<file path="src/hw/rtl/mpp_pkg.sv">
package mpp_pkg;

    localparam int MaxHeight    = 64;
    localparam int MaxWidth     = 64;
    localparam int ChannelBlock = 16;
    localparam int Lanes        = 4;

    localparam int RowW   = $clog2(MaxHeight);
    localparam int ColW   = $clog2(MaxWidth);
    localparam int RowsW  = $clog2(ChannelBlock / Lanes);
    localparam int AddrW  = RowW + ColW + RowsW;
    localparam int LaneBits = 32 * Lanes;

    localparam logic [31:0] NegFltMax = 32'hFF7F_FFFF;

    localparam logic [3:0] RegKh = 4'd0;
    localparam logic [3:0] RegKw = 4'd1;
    localparam logic [3:0] RegSh = 4'd2;
    localparam logic [3:0] RegSw = 4'd3;
    localparam logic [3:0] RegPt = 4'd4;
    localparam logic [3:0] RegPl = 4'd5;
    localparam logic [3:0] RegIh = 4'd6;
    localparam logic [3:0] RegIw = 4'd7;

    localparam logic ActLoad  = 1'b0;
    localparam logic ActQuery = 1'b1;

    typedef struct packed {
        logic [6:0] kernel_height;
        logic [6:0] kernel_width;
        logic [6:0] stride_height;
        logic [6:0] stride_width;
        logic [5:0] pad_top;
        logic [5:0] pad_left;
        logic [6:0] image_height;
        logic [6:0] image_width;
    } t_cfg;

    typedef enum logic [2:0] {
        S_IDLE,
        S_SETUP,
        S_READ,
        S_CMP,
        S_OUT
    } t_state;

    // a > b for fp32 bit patterns; false if either is NaN
    function automatic logic fp_gt(input logic [31:0] a, input logic [31:0] b);
        logic a_nan;
        logic b_nan;
        logic a_zero;
        logic b_zero;
        logic res;
        a_nan  = (a[30:23] == 8'hFF) && (a[22:0] != 23'd0);
        b_nan  = (b[30:23] == 8'hFF) && (b[22:0] != 23'd0);
        a_zero = (a[30:0] == 31'd0);
        b_zero = (b[30:0] == 31'd0);
        if (a_nan || b_nan || (a_zero && b_zero)) begin
            res = 1'b0;
        end else if (a[31] != b[31]) begin
            res = !a[31];
        end else if (!a[31]) begin
            res = a[30:0] > b[30:0];
        end else begin
            res = a[30:0] < b[30:0];
        end
        return res;
    endfunction

endpackage

</file>
<file path="src/hw/rtl/mpp_cfg.sv">
module mpp_cfg (
    input  logic                i_clk,
    input  logic                i_rst_n,
    input  logic                psel,
    input  logic                penable,
    input  logic                pwrite,
    input  logic [4:0]          paddr,
    input  logic [31:0]         pwdata,
    output logic [31:0]         prdata,
    output logic                pready,
    output mpp_pkg::t_cfg       o_cfg
);
    mpp_pkg::t_cfg r_cfg;
    logic [3:0]    w_idx;
    logic          w_wr;

    assign w_idx  = {1'b0, paddr[4:2]};
    assign w_wr   = psel && penable && pwrite;
    assign pready = 1'b1;
    assign o_cfg  = r_cfg;

    always_ff @(posedge i_clk) begin
        if (!i_rst_n) begin
            r_cfg.kernel_height <= 7'd1;
            r_cfg.kernel_width  <= 7'd1;
            r_cfg.stride_height <= 7'd1;
            r_cfg.stride_width  <= 7'd1;
            r_cfg.pad_top       <= 6'd0;
            r_cfg.pad_left      <= 6'd0;
            r_cfg.image_height  <= 7'd64;
            r_cfg.image_width   <= 7'd64;
        end else if (w_wr) begin
            unique case (w_idx)
                mpp_pkg::RegKh: r_cfg.kernel_height <= pwdata[6:0];
                mpp_pkg::RegKw: r_cfg.kernel_width  <= pwdata[6:0];
                mpp_pkg::RegSh: r_cfg.stride_height <= pwdata[6:0];
                mpp_pkg::RegSw: r_cfg.stride_width  <= pwdata[6:0];
                mpp_pkg::RegPt: r_cfg.pad_top       <= pwdata[5:0];
                mpp_pkg::RegPl: r_cfg.pad_left      <= pwdata[5:0];
                mpp_pkg::RegIh: r_cfg.image_height  <= pwdata[6:0];
                default:        r_cfg.image_width   <= pwdata[6:0];
            endcase
        end
    end

    always_comb begin
        unique case (w_idx)
            mpp_pkg::RegKh: prdata = {25'd0, r_cfg.kernel_height};
            mpp_pkg::RegKw: prdata = {25'd0, r_cfg.kernel_width};
            mpp_pkg::RegSh: prdata = {25'd0, r_cfg.stride_height};
            mpp_pkg::RegSw: prdata = {25'd0, r_cfg.stride_width};
            mpp_pkg::RegPt: prdata = {26'd0, r_cfg.pad_top};
            mpp_pkg::RegPl: prdata = {26'd0, r_cfg.pad_left};
            mpp_pkg::RegIh: prdata = {25'd0, r_cfg.image_height};
            default:        prdata = {25'd0, r_cfg.image_width};
        endcase
    end
endmodule

</file>
<file path="config.mk">
export PLATFORM = sky130hd
export DESIGN_NAME = mpp_cfg
export DESIGN_NICKNAME = d
export VERILOG_FILES = /design/src/hw/rtl/mpp_pkg.sv /design/src/hw/rtl/mpp_cfg.sv
export SDC_FILE = /design/constraint.sdc
export NUM_CORES = 1
export LEC_CHECK = 0
export BUFFER_PORTS_ARGS = -buffer_cell sky130_fd_sc_hd__buf_2
export CAP_MARGIN = 30
export CORE_ASPECT_RATIO = 1.75
export CORE_UTILIZATION = 50
export CTS_CLUSTER_DIAMETER = 40
export DETAILED_ROUTE_END_ITERATION = 7
export HOLD_SLACK_MARGIN = 0.06
export PLACE_DENSITY = 0.93
export SYNTH_ARGS = -nofsm -noshare
export SYNTH_HDL_FRONTEND = slang
export SYNTH_SLANG_ARGS = --single-unit
</file>
<file path="constraint.sdc">
create_clock -name i_clk -period 3.45 [get_ports i_clk]
set_clock_uncertainty 0.05 [all_clocks]
set_input_delay 0 -clock i_clk [delete_from_list [all_inputs] [get_ports i_clk]]
set_output_delay 0 -clock i_clk [all_outputs]
set_load 0.02 [all_outputs]
</file>
==> Yosys cells after proc, flatten, opt, wreduce, memory -nomap -nowiden <==
Index checks and enable logic that the tools add are counted.
Widths: inputs -> output; s select.
{ "word_totals": {"regBits": 54, "output_inout_bits": 87, "wordCells": 28} }
{ "op_classes": {"n_eq_ne": 6, "muxes": 1, "bitwise": 1, "reduce_logical": 12} }
{ "ops": {"columns": ["cell", "count"], "rows": [
  ["$pmux 7 s7", 1],
  ["$reduce_and 2->1", 8],
  ["$eq 3x3->1 const B", 3],
  ["$reduce_or 7->1", 1],
  ["$eq 3x2->1 const B", 2],
  ["$logic_not 4->1", 1],
  ["$eq 3x1->1 const B", 1],
  ["$logic_and 1x1->1", 2],
  ["$not 1->1", 1]
]} }

==> Depth between registers and ports, before layout <==
Gate-level depths: netlist of run 1.
{ "logic_depth": {"depth_word": 4, "mapped_depth": 6, "mapped_depth_nobuf": 3} }

==> Worst setup path after synthesis of run 1 <==
Ideal clock, no wire load.
{ "synth_path": {"path_kind": "reg2out", "startpoint": "register r_cfg, in the netlist o_cfg[37]", "endpoint": "output port prdata[4]", "t_arrival_ps": 1259, "required_ps": 3400, "path_slack_ps": 2141, "path_stages_with_launch": 4, "cell_sequence": "dfxtp_1 mux2_2 a32o_1 o32a_1"} }
{ "synth_between": {"elab_chain_len": 1} }
{ "synth_lines": {"columns": ["element", "line", "rtl"], "rows": [
  ["start: declaration", "mpp_cfg.sv:13", "mpp_pkg::t_cfg r_cfg;"],
  ["$pmux 7 s7", "mpp_cfg.sv:47", "unique case (w_idx)"],
  ["end: declaration", "mpp_cfg.sv:9", "output logic [31:0] prdata,"]
]} }
Every way passes these cells.

==> Worst setup path after layout of run 1 <==
Ends and elaborated chain as after synthesis.

==> results.cfg, run 1 <==
[worst_setup_path]
worstPathRequired_ns = 3.40
worstRegToRegCells = 2
worstPathMaxFanout = 3
cp-start-kind = flop
startpoint = o_cfg[37]
r2r-start = o_cfg[24]
r2r-end = o_cfg[24]
endpoint_kind = output port
arrival_ns = 1.68
critPathKind = reg -> out
endpoint = prdata[4]
rrSetupSlack_ns = 2.68

[clock_tree]
ctsRootBufferMaster = clkbuf_8
hold_buffers = 2
cts.clk_slew.worst_paths_ns = 0.09
h-tree-depth = 2
cts_resized = 0
numCtsBuffers = 5
cts_tree = yes
clk_latency_ns = 0.31
clkSinkCount = 54
post_cts.repair.setup_buffers = 0
clockBufferDepth = 2

[detailed_routing]
wl_per_cell_um = 16.54
via_count = 2440
drc = 0
routed_wl_mm = 7.243
viasPerCell = 5.571
antenna_left = 0
drt_iter0_markers = 98
firstDrtPassIters = 4

[worst_hold_path]
hp-class = in -> reg
worstHoldPathCells = 3

[die]
io_pins = 129
chipWidth_um = 58.15
dieArea_mm2 = 0.005830
core_area_mm2 = 0.005299
row_count = 35
start_util_pct = 52.07
die_y_um = 100.3

[logic_synthesis]
async_flop_share_pct = 0
synth_edf_count = 0
post_synth.cell_area_avg_um2 = 9.227
yosysTopAreaCellShare_pct = 39.18
synth_ff_type = dfxtp_1
synthesis.area_mm2 = 0.002759
ys_top_cells_by_area = dfxtp_1, mux2i_1, nand2_1
ys_ff_latch = 54
yosysWarnings = 0
synth_cells = 299
yosysTopAreaCell = dfxtp_1
synth.distinct_cells = 36
seq_area_frac_synth_pct = 39.18

[timing]
max_freq_mhz = 578.9
setup_tns_ns = 0
worst_pin_slew_ns = 0.7750
slew_violations = 0
finalSetupViolCount = 0
post-route-period-util_pct = 50.07
min_period_ns = 1.727
hold_violations = 0
relSlewSlack_pct = 48.34
rsz0062_at_grt = no

[global_route]
grt_pass1_wl_mm = 11.16
grt_use_total_pct = 25.15
grt_max_degree = 49
busiest_layer = met2
grt_use_met1_pct = 28.27
antenna_found_initial = 0
grt_use_met3_pct = 3.093
use_met2_pct = 43.77
first_global_vias = 2340
gr-total-overflow = 0

[place]
hpwl_mm = 5.089
place.port_buffers = 75
placed_cells = 428
gp_congestion = 0.8311

[finish]
finalNetCount = 405
diodes = 0
drive_gt1_share_pct = 25.82
instances_no_fill = 438
syn_to_final_growth_pct = 16.19
largest_reg_flops = 54

[pwr]
powerDensity_mw_per_mm2 = 404.1
vdd_ir_drop_max_mv = 0.3500
leakage_nw = 1.440
finalPower_mw = 1.295

[run_status]
status = finished, final reports clean

[run]
max_cap_viol_count = 0
Yosys cell counts, types with 2 or more instances:
cell type / instances
nand2_1: 61
nand3b_1: 4
dfxtp_1: 54
clkbuf_1: 11
nor2_2: 6
a311oi_1: 4
a31oi_1: 2
mux2i_1: 56
a221oi_1: 8
buf_4: 28
mux2_2: 2
o211a_1: 4
nor3b_1: 4
nor2b_1: 14
conb_1: 2
o22ai_1: 4
nand2b_1: 3
buf_2: 6
nor2_1: 4
or3_1: 3
nand3_1: 3
o211ai_1: 2
metrics by stage:
stage	setup slack [ns]	instance area (um^2)	util [%]	hold WS, ns
floorplan	2.141	2849	-	0.1265
finish	1.723	3206	60.50	0.08889
detailed placement	1.695	3043	57.43	0.2586
global placement	1.743	3043	57.43	0.2515
CTS	1.742	3206	60.50	0.08617
global route	1.706	3206	60.50	0.1239
cell usage in the layout, fill, tap and decap left out, types with 3 or more instances in the layout:
cell type / n
nor3b_1: 4
dfxtp_1: 54
o22ai_1: 4
nand2_1: 61
a311oi_1: 4
a221oi_1: 8
nand3b_1: 4
o211a_1: 4
nor2_2: 6
conb_1: 26
or3_1: 3
nor2_1: 4
nor2b_1: 14
nand2b_1: 3
nand3_1: 3
buf_2: 75
clkbuf_8: 6
mux2i_1: 56
kinds of logic (layout without fill, tap and decap cells):
logic type	Yosys count	after routing	synth area share, %
AO/OA/AOI/OAI	30	30	8.979
other	2	26	0.2722
flip-flops	54	54	39.18
multiplexers	58	58	21.13
buffers and inverters	46	87	10.34
AND/OR/NAND/NOR	109	109	20.09
where the power goes:
part,leakage (nW),internal [mW],switching [mW]
registers,0.436,0.627,0.00400
logic,0.933,0.0400,0.107
clock network,0.0714,0.309,0.207
total,1.44,0.977,0.318
worst max-delay path: stages, from the launching register on:
cell and delay (ns):
dfxtp_1 0.35, mux2_2 0.28, a32o_1 0.24, o32a_1 0.35, buf_2 0.16
cell type report:
type,instances,area [um^2]
clock buffer,6,82.58
clock inverter,2,60.06
fill,472,2093
inverter,1,3.754
multi-input combinational,223,1483
sequential,54,1081
tap,74,92.59
timing repair buffer,78,402.9
worst min-delay path by stage:
stage	startpoint	end	slack, ns
finish	pwdata[5]	o_cfg[52]	0.09
global route	pwdata[5]	o_cfg[31]	0.12
CTS	pwdata[5]	o_cfg[52]	0.09
detailed placement	pwdata[6]	o_cfg[13]	0.26
global placement	pwdata[6]	o_cfg[6]	0.25
floorplan	pwdata[6]	o_cfg[13]	0.13
layer usage:
layer  part of all wire (%)  vias to the layer above  routed length (um)
li1                       -                     1117                   -
met1                     38                     1154                2739
met2                     53                      145                3841
met3                    5.7                       24                 411
met4                    3.5                        0                 250
met5                      0                        -                   0
(Power assumes the default switching activity.)
==> run 2, diff against run 1 <==
CORE_UTILIZATION = 42   (was 50)
PLACE_DENSITY = 0.84   (was 0.93)
clock period = 1.4 ns   (was 3.45 ns; I/O delays follow)
==> run 2 against run 1 <==
Critical path depth stayed put; largest cell class unchanged; sequential power grew 150%; cell area is 10% higher; critical endpoint unchanged; routed wire length up 6.3%; global-route usage down 2.4 points; largest power group unchanged; the run now ends with negative setup slack left; flip-flop and latch count is the same; register-to-register slack got worse by 2.1 ns; sequential share of layout area decreased by 2.5 points.
==> results.cfg, run 2 (synthesis results as in run 1) <==
[die]
row_count = 38
chipWidth_um = 63.27
dieArea_mm2 = 0.006909
io_pins = 129
core_area_mm2 = 0.006276
start_util_pct = 43.96
die_y_um = 109.2

[finish]
syn_to_final_growth_pct = 27.85
finalNetCount = 430
final_common_cell = buf_2
final_cell_mix = buf_2, nand2_1, mux2i_1
largest_reg_flops = 54
instances_no_fill = 469
diodes = 0
drive_gt1_share_pct = 36.25

[detailed_routing]
via_count = 2516
drt_iter0_markers = 173
drc = 0
antenna_left = 0
routed_wl_mm = 7.701
firstDrtPassIters = 5
viasPerCell = 5.365
wl_per_cell_um = 16.42

[clock_tree]
ctsRootBufferMaster = clkbuf_8
h-tree-depth = 2
clk_latency_ns = 0.31
clkSinkCount = 54
cts_tree = yes
numCtsBuffers = 5
clockBufferDepth = 2
cts.clk_slew.worst_paths_ns = 0.10

[pwr]
powerDensity_mw_per_mm2 = 842.9
vdd_ir_drop_max_mv = 0.5885
leakage_nw = 1.593

[place]
hpwl_mm = 5.632
place.port_buffers = 75
gp_congestion = 0.8658
placed_cells = 456

[timing]
hold_violations = 0
setup_slack_ns = -0.2113
timing.hold.ws_ns = 0.09501
post-route-period-util_pct = 115.1
max_freq_mhz = 620.6
slew_violations = 0
finalSetupViolCount = 3
min_period_ns = 1.611
rsz0062_at_grt = yes

[worst_setup_path]
worstPathMaxFanout = 3
startpoint = o_cfg[51]
endpoint_kind = output port
arrival_ns = 1.56
critPathKind = reg -> out
cp-start-kind = flop
r2r-start = o_cfg[19]
worstPathRequired_ns = 1.35

[global_route]
first_global_vias = 2393
grt_use_total_pct = 22.76
grt_max_degree = 28
gr-total-overflow = 0
grt_pass1_wl_mm = 11.91
antenna_found_initial = 0

[worst_hold_path]
min_from = pwdata[4]
hp-class = in -> reg

[run_status]
status = finished with violations
failed_checks = negative setup slack

[run]
max_cap_viol_count = 0
-- run 2: cell type report --
cell class,count,area [um^2]
multi-input combinational,223,1548
timing repair buffer,103,668.1
clock buffer,7,96.34
fill,544,2749
clock inverter,1,8.758
inverter,1,3.754
tap,80,100.1
sequential,54,1102
-- run 2: final timing paths --
check / to / slack [ns] / cells after the start
worst max register to register: o_cfg[19] / 0.57 / 2
worst min register to register: o_cfg[7] / 0.42 / 2
worst max-delay path: prdata[4] / -0.21 / 4
worst min-delay path: o_cfg[30] / 0.1 / 3
-- run 2: layer usage --
metal | track usage [%] | part of all wire, % | vias to the layer above
li1 | - | - | 1165
met1 | 23.55 | 36 | 1197
met2 | 41.32 | 55 | 133
met3 | 4.079 | 5.8 | 21
met4 | 15.26 | 3.5 | 0
met5 | 0 | 0 | -
-- run 2: timing repair --
action	CTS	global route
gates resized for setup	18	18
hold endpoints to repair	19	0
hold buffers	3	0
setup buffers	1	1
setup endpoints to repair	7	7
pin swaps	4	5
-- run 2: critical path, cell delays in order, from the launching register on --
cell	delay, ns
dfxtp_2	0.34
mux2_4	0.26
a32o_1	0.21
o32a_1	0.31
buf_6	0.14
-- run 2: through the flow --
step	TNS (ns)	utilization [%]	instance area, um^2	setup slack, ns	power, mW
2_1_floorplan	0	-	2849	0.09085	1.910
3_3_place_gp	0	52.03	3266	0.08342	1.984
3_5_place_dp	0	52.03	3266	0.06475	1.992
4_1_cts	-0.3518	55.20	3465	-0.2100	2.966
5_1_grt	-0.6015	56.20	3527	-0.2504	3.073
6_report	-0.3360	56.20	3527	-0.2113	2.973
-- run 2: power by group --
group | leakage, nW | internal, mW | switching (mW)
Combinational | 1.10 | 0.153 | 0.288
Sequential | 0.442 | 1.55 | 0.0103
Clock | 0.0544 | 0.454 | 0.521
